`src/hw/rtl/tacho_pkg.sv`:
```
// ----------------------------------------------------------------------------
// Tachometer rpm averager package
// Widths, constants, register indexes and shared types of the block.
// ----------------------------------------------------------------------------
`default_nettype none

package tacho_pkg;

	localparam int SAMPLES_DEF = 5;
	localparam int IV_W        = 18;
	localparam int MULT_W      = 4;
	localparam int TIME_W      = 32;
	localparam int RPM_W       = 28;
	localparam int CFG_IDX_W   = 2;
	localparam int CFG_DATA_W  = 32;
	localparam int DIV_W       = 25;
	localparam int Q_DEPTH     = 2;

	localparam logic [DIV_W-1:0]  RPM_NUMER = 25'd30000000;
	localparam logic [RPM_W-1:0]  RPM_MAX   = 28'd240000000;

	localparam logic [MULT_W-1:0] MULT_RST    = 4'd1;
	localparam logic [IV_W-1:0]   MIN_IV_RST  = 18'd1050;
	localparam logic [IV_W-1:0]   MAX_IV_RST  = 18'd200000;
	localparam logic [TIME_W-1:0] TIMEOUT_RST = 32'd1000000;

	typedef enum logic [CFG_IDX_W-1:0] {
		REG_MULT,
		REG_MIN_IV,
		REG_MAX_IV,
		REG_TIMEOUT
	} reg_idx_t;

	typedef struct packed {
		logic [MULT_W-1:0] mult;
		logic [IV_W-1:0]   min_iv;
		logic [IV_W-1:0]   max_iv;
		logic [TIME_W-1:0] timeout;
	} cfg_t;

	typedef enum logic [1:0] {
		CMD_HOLD,
		CMD_CALC,
		CMD_CLEAR
	} cmd_kind_t;

	typedef struct packed {
		cmd_kind_t       kind;
		logic [IV_W-1:0] iv;
	} cmd_t;

	typedef struct packed {
		logic full;
		logic empty;
	} q_stat_t;

	typedef struct packed {
		logic             start;
		logic [DIV_W-1:0] num;
		logic [DIV_W-1:0] den;
	} div_req_t;

	typedef enum logic [2:0] {
		B_IDLE,
		B_AVG_GO,
		B_AVG_WAIT,
		B_RPM_GO,
		B_RPM_WAIT,
		B_SAT
	} back_state_t;

endpackage

`default_nettype wire

```
`src/hw/rtl/tachometer_rpm_averager_unit.sv`:
```
// Pulse-period tachometer with a moving average. Each item is one poll of the
// tacho pin with its microsecond timestamp, and each poll yields one rpm
// item. The front end takes one poll per cycle while the queue has room and
// posts a command into a two-deep queue; polls that carry no accepted
// interval are retired by the back end straight from its idle state. A poll
// whose edge gives an accepted interval holds the back end while the
// bit-serial 25-bit divider is used twice in turn (sum over count, then
// 30000000 over the average) and the result is scaled and saturated before
// its rpm item is offered; meanwhile the front end keeps accepting polls until the queue fills.
// ----------------------------------------------------------------------------
// Tachometer rpm averager top level
// Configuration registers, front end, command queue and back end.
// ----------------------------------------------------------------------------
`default_nettype none

module tachometer_rpm_averager_unit #(
	parameter int SAMPLES = tacho_pkg::SAMPLES_DEF
) (
	input  wire logic                            clk,
	input  wire logic                            arst_n,
	input  wire logic                            cfg_we,
	input  wire logic [tacho_pkg::CFG_IDX_W-1:0]  cfg_index,
	input  wire logic [tacho_pkg::CFG_DATA_W-1:0] cfg_data,
	input  wire logic                            in_valid,
	output logic                                 in_ready,
	input  wire logic                            pin_level,
	input  wire logic [tacho_pkg::TIME_W-1:0]     now_us,
	output logic                                 out_valid,
	input  wire logic                            out_ready,
	output logic [tacho_pkg::RPM_W-1:0]           rpm_out
);
	import tacho_pkg::*;

	cfg_t    cfg_q;
	logic    push;
	cmd_t    push_cmd;
	logic    pop;
	cmd_t    head;
	q_stat_t q_stat;

	// Configuration register writes
	always_ff @(posedge clk or negedge arst_n) begin
		if (!arst_n) begin
			cfg_q.mult    <= MULT_RST;
			cfg_q.min_iv  <= MIN_IV_RST;
			cfg_q.max_iv  <= MAX_IV_RST;
			cfg_q.timeout <= TIMEOUT_RST;
		end else if (cfg_we) begin
			case (reg_idx_t'(cfg_index))
				REG_MULT:    cfg_q.mult    <= cfg_data[MULT_W-1:0];
				REG_MIN_IV:  cfg_q.min_iv  <= cfg_data[IV_W-1:0];
				REG_MAX_IV:  cfg_q.max_iv  <= cfg_data[IV_W-1:0];
				REG_TIMEOUT: cfg_q.timeout <= cfg_data[TIME_W-1:0];
				default:     cfg_q         <= cfg_q;
			endcase
		end
	end

	tacho_front u_front (
		.clk       (clk),
		.arst_n    (arst_n),
		.cfg       (cfg_q),
		.in_valid  (in_valid),
		.in_ready  (in_ready),
		.pin_level (pin_level),
		.now_us    (now_us),
		.q_stat    (q_stat),
		.push      (push),
		.push_cmd  (push_cmd)
	);

	tacho_queue u_queue (
		.clk      (clk),
		.arst_n   (arst_n),
		.push     (push),
		.push_cmd (push_cmd),
		.pop      (pop),
		.head     (head),
		.stat     (q_stat)
	);

	tacho_back #(
		.SAMPLES (SAMPLES)
	) u_back (
		.clk       (clk),
		.arst_n    (arst_n),
		.mult      (cfg_q.mult),
		.head      (head),
		.q_stat    (q_stat),
		.pop       (pop),
		.out_valid (out_valid),
		.out_ready (out_ready),
		.rpm_out   (rpm_out)
	);

endmodule

`default_nettype wire

```
`src/hw/rtl/tacho_div.sv`:
```
// ----------------------------------------------------------------------------
// Tachometer rpm averager: bit-serial divider
// Restoring unsigned divider, one quotient bit per cycle, done pulse at end.
// ----------------------------------------------------------------------------
`default_nettype none

module tacho_div (
	input  wire logic                     clk,
	input  wire logic                     arst_n,
	input  wire tacho_pkg::div_req_t      req,
	output logic                          done,
	output logic [tacho_pkg::DIV_W-1:0]   quo
);
	import tacho_pkg::*;

	localparam int CNT_W = $clog2(DIV_W + 1);

	logic [DIV_W-1:0] rem_q;
	logic [DIV_W-1:0] quo_q;
	logic [DIV_W-1:0] den_q;
	logic [CNT_W-1:0] cnt_q;
	logic             done_q;
	logic [DIV_W:0]   rem_sh;
	logic [DIV_W:0]   diff;
	logic             qbit;

	// Trial subtract of the shifted partial remainder
	always_comb begin
		rem_sh = {rem_q, quo_q[DIV_W-1]};
		diff   = rem_sh - {1'b0, den_q};
		qbit   = ~diff[DIV_W];
	end

	// Step counter and done pulse
	always_ff @(posedge clk or negedge arst_n) begin
		if (!arst_n) begin
			cnt_q  <= '0;
			done_q <= 1'b0;
		end else begin
			done_q <= 1'b0;
			if (req.start) begin
				cnt_q <= CNT_W'(DIV_W);
			end else if (cnt_q != '0) begin
				cnt_q <= cnt_q - 1'b1;
				if (cnt_q == CNT_W'(1)) begin
					done_q <= 1'b1;
				end
			end
		end
	end

	// Load operands, then shift one quotient bit in per cycle
	always_ff @(posedge clk) begin
		if (req.start) begin
			rem_q <= '0;
			quo_q <= req.num;
			den_q <= req.den;
		end else if (cnt_q != '0) begin
			rem_q <= qbit ? diff[DIV_W-1:0] : rem_sh[DIV_W-1:0];
			quo_q <= {quo_q[DIV_W-2:0], qbit};
		end
	end

	assign done = done_q;
	assign quo  = quo_q;

endmodule

`default_nettype wire

```
`src/hw/rtl/tacho_front.sv`:
```
// ----------------------------------------------------------------------------
// Tachometer rpm averager: front end
// Takes polls, detects rising edges, measures and screens intervals, tracks
// the pulse timeout and posts one command per poll to the queue.
// ----------------------------------------------------------------------------
`default_nettype none

module tacho_front (
	input  wire logic                        clk,
	input  wire logic                        arst_n,
	input  wire tacho_pkg::cfg_t             cfg,
	input  wire logic                        in_valid,
	output logic                             in_ready,
	input  wire logic                        pin_level,
	input  wire logic [tacho_pkg::TIME_W-1:0] now_us,
	input  wire tacho_pkg::q_stat_t          q_stat,
	output logic                             push,
	output tacho_pkg::cmd_t                  push_cmd
);
	import tacho_pkg::*;

	logic              prev_q;
	logic [TIME_W-1:0] last_q;
	logic              rising;
	logic              have_pulse;
	logic [TIME_W-1:0] elapsed;
	logic              iv_ok;
	logic              timed_out;

	assign in_ready = ~q_stat.full;
	assign push     = in_valid & ~q_stat.full;

	// Classify the poll; on an edge the elapsed time is the interval
	always_comb begin
		rising     = pin_level & ~prev_q;
		have_pulse = (last_q != '0);
		elapsed    = now_us - last_q;
		iv_ok      = rising && have_pulse
			&& (elapsed > TIME_W'(cfg.min_iv)) && (elapsed < TIME_W'(cfg.max_iv));
		timed_out  = ~rising && have_pulse && (elapsed > cfg.timeout);
		push_cmd.iv = elapsed[IV_W-1:0];
		if (iv_ok) begin
			push_cmd.kind = CMD_CALC;
		end else if (timed_out) begin
			push_cmd.kind = CMD_CLEAR;
		end else begin
			push_cmd.kind = CMD_HOLD;
		end
	end

	// Advance pin history and last pulse time on each item
	always_ff @(posedge clk or negedge arst_n) begin
		if (!arst_n) begin
			prev_q <= 1'b0;
			last_q <= '0;
		end else if (push) begin
			prev_q <= pin_level;
			if (rising) begin
				last_q <= now_us;
			end else if (timed_out) begin
				last_q <= '0;
			end
		end
	end

endmodule

`default_nettype wire

```
`src/hw/rtl/tacho_queue.sv`:
```
// ----------------------------------------------------------------------------
// Tachometer rpm averager: command queue
// Short FIFO between front and back end so each side stalls on its own.
// ----------------------------------------------------------------------------
`default_nettype none

module tacho_queue (
	input  wire logic               clk,
	input  wire logic               arst_n,
	input  wire logic               push,
	input  wire tacho_pkg::cmd_t    push_cmd,
	input  wire logic               pop,
	output tacho_pkg::cmd_t         head,
	output tacho_pkg::q_stat_t      stat
);
	import tacho_pkg::*;

	localparam int PTR_W = (Q_DEPTH > 1) ? $clog2(Q_DEPTH) : 1;
	localparam int CNT_W = $clog2(Q_DEPTH + 1);

	cmd_t             entry_q [Q_DEPTH];
	logic [PTR_W-1:0] wr_ptr_q;
	logic [PTR_W-1:0] rd_ptr_q;
	logic [CNT_W-1:0] cnt_q;

	assign head       = entry_q[rd_ptr_q];
	assign stat.full  = (cnt_q == CNT_W'(Q_DEPTH));
	assign stat.empty = (cnt_q == '0);

	// Pointers and fill count
	always_ff @(posedge clk or negedge arst_n) begin
		if (!arst_n) begin
			wr_ptr_q <= '0;
			rd_ptr_q <= '0;
			cnt_q    <= '0;
		end else begin
			if (push) begin
				wr_ptr_q <= (wr_ptr_q == PTR_W'(Q_DEPTH - 1)) ? '0 : wr_ptr_q + 1'b1;
			end
			if (pop) begin
				rd_ptr_q <= (rd_ptr_q == PTR_W'(Q_DEPTH - 1)) ? '0 : rd_ptr_q + 1'b1;
			end
			if (push && !pop) begin
				cnt_q <= cnt_q + 1'b1;
			end else if (pop && !push) begin
				cnt_q <= cnt_q - 1'b1;
			end
		end
	end

	// Store the incoming command
	always_ff @(posedge clk) begin
		if (push) begin
			entry_q[wr_ptr_q] <= push_cmd;
		end
	end

endmodule

`default_nettype wire

```
`src/hw/rtl/tacho_back.sv`:
```
// ----------------------------------------------------------------------------
// Tachometer rpm averager: back end
// Keeps the interval ring and running sum, averages, converts to rpm on the
// shared divider, scales and saturates, and holds the result for output.
// ----------------------------------------------------------------------------
`default_nettype none

module tacho_back #(
	parameter int SAMPLES = tacho_pkg::SAMPLES_DEF
) (
	input  wire logic                          clk,
	input  wire logic                          arst_n,
	input  wire logic [tacho_pkg::MULT_W-1:0]  mult,
	input  wire tacho_pkg::cmd_t               head,
	input  wire tacho_pkg::q_stat_t            q_stat,
	output logic                               pop,
	output logic                               out_valid,
	input  wire logic                          out_ready,
	output logic [tacho_pkg::RPM_W-1:0]        rpm_out
);
	import tacho_pkg::*;

	localparam int SLOT_W = (SAMPLES > 1) ? $clog2(SAMPLES) : 1;
	localparam int CNT_W  = $clog2(SAMPLES + 1);
	localparam int SUM_W  = IV_W + $clog2(SAMPLES);
	localparam int PROD_W = DIV_W + MULT_W;

	back_state_t        state_q;
	back_state_t        state_d;
	logic [IV_W-1:0]    ring_q [SAMPLES];
	logic [SLOT_W-1:0]  slot_q;
	logic               full_q;
	logic [SUM_W-1:0]   sum_q;
	logic [CNT_W-1:0]   count_q;
	logic [IV_W-1:0]    avg_q;
	logic [PROD_W-1:0]  prod_q;
	logic [RPM_W-1:0]   rpm_q;
	logic               out_valid_q;

	logic               out_free;
	logic               last_slot;
	logic               ring_wr;
	logic               load_out;
	logic               set_rpm;
	logic               clear_rpm;
	logic               take_avg;
	logic               take_prod;
	logic [RPM_W-1:0]   rpm_sat;
	div_req_t           div_req;
	logic               div_done;
	logic [DIV_W-1:0]   div_quo;

	tacho_div u_div (
		.clk    (clk),
		.arst_n (arst_n),
		.req    (div_req),
		.done   (div_done),
		.quo    (div_quo)
	);

	assign out_free  = ~out_valid_q | out_ready;
	assign last_slot = (slot_q == SLOT_W'(SAMPLES - 1));
	assign rpm_sat   = (prod_q > PROD_W'(RPM_MAX)) ? RPM_MAX : prod_q[RPM_W-1:0];

	// Next state
	always_comb begin
		state_d = state_q;
		case (state_q)
			B_IDLE: begin
				if (!q_stat.empty && out_free && head.kind == CMD_CALC) begin
					state_d = B_AVG_GO;
				end
			end
			B_AVG_GO:   state_d = B_AVG_WAIT;
			B_AVG_WAIT: if (div_done) state_d = B_RPM_GO;
			B_RPM_GO:   state_d = B_RPM_WAIT;
			B_RPM_WAIT: if (div_done) state_d = B_SAT;
			B_SAT:      state_d = B_IDLE;
			default:    state_d = B_IDLE;
		endcase
	end

	// Control outputs of each state
	always_comb begin
		pop         = 1'b0;
		ring_wr     = 1'b0;
		load_out    = 1'b0;
		set_rpm     = 1'b0;
		clear_rpm   = 1'b0;
		take_avg    = 1'b0;
		take_prod   = 1'b0;
		div_req     = '0;
		case (state_q)
			B_IDLE: begin
				if (!q_stat.empty && out_free) begin
					pop = 1'b1;
					if (head.kind == CMD_CALC) begin
						ring_wr = 1'b1;
					end else begin
						load_out  = 1'b1;
						clear_rpm = (head.kind == CMD_CLEAR);
					end
				end
			end
			B_AVG_GO: begin
				div_req.start = 1'b1;
				div_req.num   = DIV_W'(sum_q);
				div_req.den   = DIV_W'(count_q);
			end
			B_AVG_WAIT: take_avg = div_done;
			B_RPM_GO: begin
				div_req.start = 1'b1;
				div_req.num   = RPM_NUMER;
				div_req.den   = DIV_W'(avg_q);
			end
			B_RPM_WAIT: take_prod = div_done;
			B_SAT: begin
				load_out = 1'b1;
				set_rpm  = 1'b1;
			end
			default: begin
				pop = 1'b0;
			end
		endcase
	end

	// State, ring bookkeeping, rpm and output flag
	always_ff @(posedge clk or negedge arst_n) begin
		if (!arst_n) begin
			state_q     <= B_IDLE;
			slot_q      <= '0;
			full_q      <= 1'b0;
			sum_q       <= '0;
			rpm_q       <= '0;
			out_valid_q <= 1'b0;
			for (int i = 0; i < SAMPLES; i++) begin
				ring_q[i] <= '0;
			end
		end else begin
			state_q <= state_d;
			if (ring_wr) begin
				ring_q[slot_q] <= head.iv;
				sum_q  <= sum_q - SUM_W'(ring_q[slot_q]) + SUM_W'(head.iv);
				slot_q <= last_slot ? '0 : slot_q + 1'b1;
				if (last_slot) begin
					full_q <= 1'b1;
				end
			end
			if (set_rpm) begin
				rpm_q <= rpm_sat;
			end else if (clear_rpm) begin
				rpm_q <= '0;
			end
			if (load_out) begin
				out_valid_q <= 1'b1;
			end else if (out_ready) begin
				out_valid_q <= 1'b0;
			end
		end
	end

	// Working values of the rpm calculation
	always_ff @(posedge clk) begin
		if (ring_wr) begin
			count_q <= (full_q || last_slot) ? CNT_W'(SAMPLES) : CNT_W'(slot_q) + 1'b1;
		end
		if (take_avg) begin
			avg_q <= (div_quo == '0) ? IV_W'(1) : div_quo[IV_W-1:0];
		end
		if (take_prod) begin
			prod_q <= PROD_W'(div_quo) * PROD_W'(mult);
		end
	end

	assign out_valid = out_valid_q;
	assign rpm_out   = rpm_q;

endmodule

`default_nettype wire

```
`config.mk`:
```
export PLATFORM = sky130hd
export DESIGN_NAME = tachometer_rpm_averager_unit
export DESIGN_NICKNAME = d
export VERILOG_FILES = /design/src/hw/rtl/tacho_pkg.sv /design/src/hw/rtl/tachometer_rpm_averager_unit.sv /design/src/hw/rtl/tacho_div.sv /design/src/hw/rtl/tacho_front.sv /design/src/hw/rtl/tacho_queue.sv /design/src/hw/rtl/tacho_back.sv
export SDC_FILE = /design/constraint.sdc
export NUM_CORES = 1
export LEC_CHECK = 0
export ABC_CLOCK_PERIOD_IN_PS = 5920
export BUFFER_PORTS_ARGS = -buffer_cell sky130_fd_sc_hd__buf_2
export CAP_MARGIN = 20
export CORE_MARGIN = 2
export CORE_UTILIZATION = 30
export CTS_BUF_LIST = sky130_fd_sc_hd__clkbuf_8
export DETAILED_ROUTE_END_ITERATION = 7
export PLACE_DENSITY = 0.44
export RECOVER_POWER = 50
export SLEW_MARGIN = 30
export SYNTH_ARGS = -nofsm -noshare
export SYNTH_HDL_FRONTEND = slang
export SYNTH_HIERARCHICAL = 1
export SYNTH_SLANG_ARGS = --single-unit
export TNS_END_PERCENT = 1
```
`constraint.sdc`:
```
create_clock -name clk -period 5.92 [get_ports clk]
set_input_delay 0.888 -clock clk [delete_from_list [all_inputs] [get_ports clk]]
set_output_delay 0.888 -clock clk [all_outputs]
set_load 0.005 [all_outputs]
```
==> results.md <==
* DP Area at 0.0289 sq mm
* Worst Path Required at 6.38 ns
* First-pass GRT wire length at 116000 microns
* Post-Layout Inst Area at 0.0303 sq mm
* P_int at 10.2 mW
* Worst-path clk slew at 0.06 ns
* TritonCTS clock tree: yes
* Clk pwr share at 15.7%
* XOR/XNOR share of the synthesized area at 2.97%
* DIE WIDTH at 305 microns
* Post-CTS setup buffers at 0
* Cells after DPL at 3880
* DRC violation count after routing at 0
* Filler instances at 9257
* FF-to-FF path depth at 20
* Post-synth EDFFs at 140
* Post-Synth Simple-Gate Area at 13.2%
* Clock buffer depth at 3
* Avg Inst Size Synth at 10.2 sq um
* CP Capture Type: flop
* CP Max Fanout at 5
* Crit Path Class: flop to flop
* CTS Buf Count at 80
* PortBufs at 101
* GP Congestion at 0.852
* Cells along the critical path: inv_1 > ha_1 > and3_4 > a221o_1 > a21o_1 > or2_2 > nand2_1 > inv_1 > o21ai_0 > nand2b_1 > xor2_1 > ha_1 > a21o_1 > a21o_1 > a21oi_1 > o211ai_1 > a2111o_1 > nor4_1 > nand4bb_1 > nor4_2
* Fin. Hold Viols at 0
* Num rows at 110
* Final WL at 72200 microns
* Final Critical Period at 5.12 ns
* WL/cell at 17.9 microns
* R2r startpoint: u_front/last_q[9]$_DFFE_PN0P_
* Synth area leader: dfrtp_1
* Die ar. at 0.0928 sq mm
* Slowest-stage cell, CP: xor2_1
* Largest net degree at the start of global routing at 153
* Adder-cell share of the synthesized area at 13.3%
* CP endpoint: u_queue/entry_q[0][18]$_DFFE_PP_
* Sequential power share at 27.2%
* Status: complete, but fails checks
* Root Buffer: clkbuf_8
* Setup ws final at 0.799 ns
* Crit path buf inv count at 2
* Yosys warnings at 6
* PD cells at 601 mW/mm^2
* HP Start: pin_level
* Via-per-instance ratio at 4.88
* Slew Limit Fails at 302
* Leak at 14.1 nW
* Share of layout cells above drive strength 1 at 16.3%
* Fin crit share at 86.5%
* Slew margin rel. at -100%
* Number of global-route vias before repair at 20300
* Max Clk Rate at 0.195 GHz
* Hold Path Class: input pin to flop
* Core area at 0.0899 sq mm
* Sum Neg Setup Slack at 0 ns
* Post-Route Utilization at 33.8%
* Crit path DAT at 5.58 ns
* Worst setup SP type: flop
* Area Growth Syn to Fin at 11.9%
* DIE HEIGHT at 305 microns
* Clock Sinks at 427
* Part of the power in combinational logic at 57.1%
* Most frequent CP cell: a21o_1
* Final setup violation count at 0
* Sequential area share after synthesis at 41.6%
* Layout Skew at 0.0305 ns
* Syn Inst Count at 2670
* Post-synth top area share at 22.5%
* Mapped Area at 0.0271 sq mm
* Synth area leaders: dfrtp_1 (23%), edfxtp_1 (15%), ha_1 (8.4%)
* Portion of netlist area occupied by mux cells at 9.77%
* Worst skew pair latency at 0.68 ns
* Cell variety after synth at 100
* Peak supply drop at 0.311 mV
* DR iter-0 viols at 1140
* RSZ-0062 raised after global routing: false
* Post-synth top flop: dfrtp_1
* Setup WS pre-CTS at 0.333 ns
* Power consumption at 18.2 mW
* Yosys reg bits at 427
* Hpwl dp at 53000 microns
* First drt pass iteration count at 5
* Max Cap Viol at 6
* Initial Util at 30.2%
* Initial antenna violation count at 2
* Share of flip-flops with an asynchronous set or reset at 61.4%
* Least-Margin Pin Slew at 3.00 ns
* Grt ovf at 0
* Largest family of logic cells by synthesized area: adder cells
* Levels on crit path at 20
* Failing checks: max-capacitance violations, max-slew violations
* Fin cells at 4032
* Switching share of total power at 44.1%
* R2r setup slk at 0.80 ns
* Slowest stage delay, CP at 0.47 ns
* Psw at 8.05 mW
* Cts hold-fix bufs at 0
* Final nets at 3108
* Worst setup path startpoint: u_front/last_q[9]$_DFFE_PN0P_
* # resized after CTS at 0
* R2r endpoint: u_queue/entry_q[0][18]$_DFFE_PP_
* ANT nets after route at 0
* Final Hold Slack at 0.435 ns
* CP top delay family: compound AO/OA/AOI/OAI gates
* Compound-cell area share of the yosys netlist at 12.6%
* Vias at 19700
* Ports at 102
* GR Util All Layers at 15.7%
* CTS H-tree depth at 3
[state kept, by name (all words and copies together) (netlist names), 2 cells and up]
name and flops:
cfg_q 72, u_back/ring_q 90, u_queue/cnt_q 2, u_back/state_q 3, u_front/last_q 32, u_back/u_div/quo 25
u_queue/entry_q 40, u_back/avg_q 18, u_back/rpm_out 28, u_back/count_q 3, u_back/u_div/den_q 25, u_back/u_div/cnt_q 5
u_back/u_div/rem_q 25, u_back/slot_q 3, u_back/prod_q 29, u_back/sum_q 21
[routing by layer]
layer  global-route usage [%]  vias to the layer above  part of all wire, %
met1                     20.8                     9712                   47
met3                     2.36                      127                  3.4
li1                         -                     9481                    -
met5                        0                        -                0.018
met4                     4.75                        2                  2.9
met2                     26.3                      338                   47
[cell usage in the layout (no fill, tap or decap), types with 15 or more instances in the layout]
| cell | instances |
|---|---|
| nand4_1 | 23 |
| nand2b_1 | 24 |
| o21ai_0 | 112 |
| buf_4 | 26 |
| nand3_1 | 36 |
| and2_1 | 79 |
| mux2_4 | 19 |
| inv_1 | 362 |
| nor3_1 | 31 |
| xor2_1 | 36 |
| xnor2_1 | 56 |
| mux2_2 | 132 |
| dfrtp_1 | 244 |
| ha_1 | 183 |
| and3_1 | 29 |
| nor2_1 | 124 |
| a21o_1 | 59 |
| buf_2 | 99 |
| fa_1 | 66 |
| a211oi_1 | 35 |
| nand2_1 | 252 |
| clkbuf_8 | 90 |
| a21oi_1 | 157 |
| dfstp_2 | 17 |
| dfxtp_1 | 25 |
| o21bai_1 | 18 |
| nor2b_1 | 17 |
| mux2_1 | 23 |
| nor4_1 | 21 |
| mux2i_1 | 38 |
| a22o_1 | 18 |
| edfxtp_1 | 140 |
| a31oi_1 | 15 |
| o21ai_1 | 21 |
[worst register-to-register path, stage by stage, from the launching register on]
cell and delay [ns]:
dfrtp_1 0.38, inv_1 0.10, ha_1 0.35, and3_4 0.22, a221o_1 0.36, a21o_1 0.20, or2_2 0.31, nand2_1 0.08
inv_1 0.07, o21ai_0 0.16, nand2b_1 0.12, xor2_1 0.47, ha_1 0.36, a21o_1 0.18, a21o_1 0.17, a21oi_1 0.17
o211ai_1 0.10, a2111o_1 0.39, nor4_1 0.18, nand4bb_1 0.19, nor4_2 0.36
[logic make-up (layout without fill, tap and decap cells)]
| group | Yosys count | after routing |
|---|---|---|
| other | 1 | 9 |
| XOR/XNOR | 92 | 92 |
| flip-flops | 427 | 427 |
| buffers and inverters | 442 | 620 |
| multiplexers | 219 | 219 |
| AND/OR/NAND/NOR | 703 | 703 |
| adder cells (fa/ha/maj) | 249 | 249 |
| AO/OA/AOI/OAI | 537 | 537 |
[how the worst min path moves through the flow]
stage                                endpoint  depth (start not counted)
3_3_place_gp   u_back/rpm_out[27]$_DFFE_PN0P_                          2
5_1_grt            u_front/prev_q$_DFFE_PN0P_                          3
2_1_floorplan      u_front/prev_q$_DFFE_PN0P_                          2
4_1_cts        u_back/rpm_out[19]$_DFFE_PN0P_                          1
3_5_place_dp   u_back/rpm_out[27]$_DFFE_PN0P_                          2
6_report           u_front/prev_q$_DFFE_PN0P_                          3
[Yosys cell counts, types with 8 or more instances]
cell type	count
a211oi_1	35
a21o_1	59
a21oi_1	157
a22o_1	18
a22oi_1	11
a31oi_1	16
and2_1	82
and3_1	29
buf_2	10
clkbuf_1	80
dfrtp_1	244
dfstp_2	18
dfxtp_1	25
edfxtp_1	140
fa_1	66
ha_1	183
inv_1	332
mux2_2	132
mux2_4	41
mux2i_1	38
nand2_1	252
nand2b_1	24
nand3_1	35
nand4_1	23
nor2_1	125
nor2b_1	18
nor3_1	32
nor3b_1	8
nor4_1	21
o211ai_1	12
o21a_1	9
o21ai_0	112
o21ai_1	21
o21bai_1	18
o22ai_1	14
or2_2	12
xnor2_1	56
xor2_1	36
[layout make-up]
class	instances	area (sq um)	area share (%)
multi-input cells	1808	14000	46.1
clock buffers	90	1240	4.08
diodes	1	2.50	0.00825
repair buffers	137	762	2.51
clock inverters	60	349	1.15
inverters	333	1250	4.12
well taps	1176	1470	4.85
flip-flops and latches	427	11300	37.2
[power groups by stage]
| stage | clock, mW | combinational [mW] | sequential [mW] |
|---|---|---|---|
| after floorplan | 0 | 8.01 | 4.68 |
| after CTS | 3.01 | 10.5 | 4.97 |
| after global placement | 0 | 10.4 | 4.99 |
| after detailed placement | 0 | 10.5 | 5.02 |
| after global routing | 3.14 | 11.8 | 5.10 |
| final | 2.87 | 10.4 | 4.95 |
Note: power is estimated with default switching activity, not from simulation.
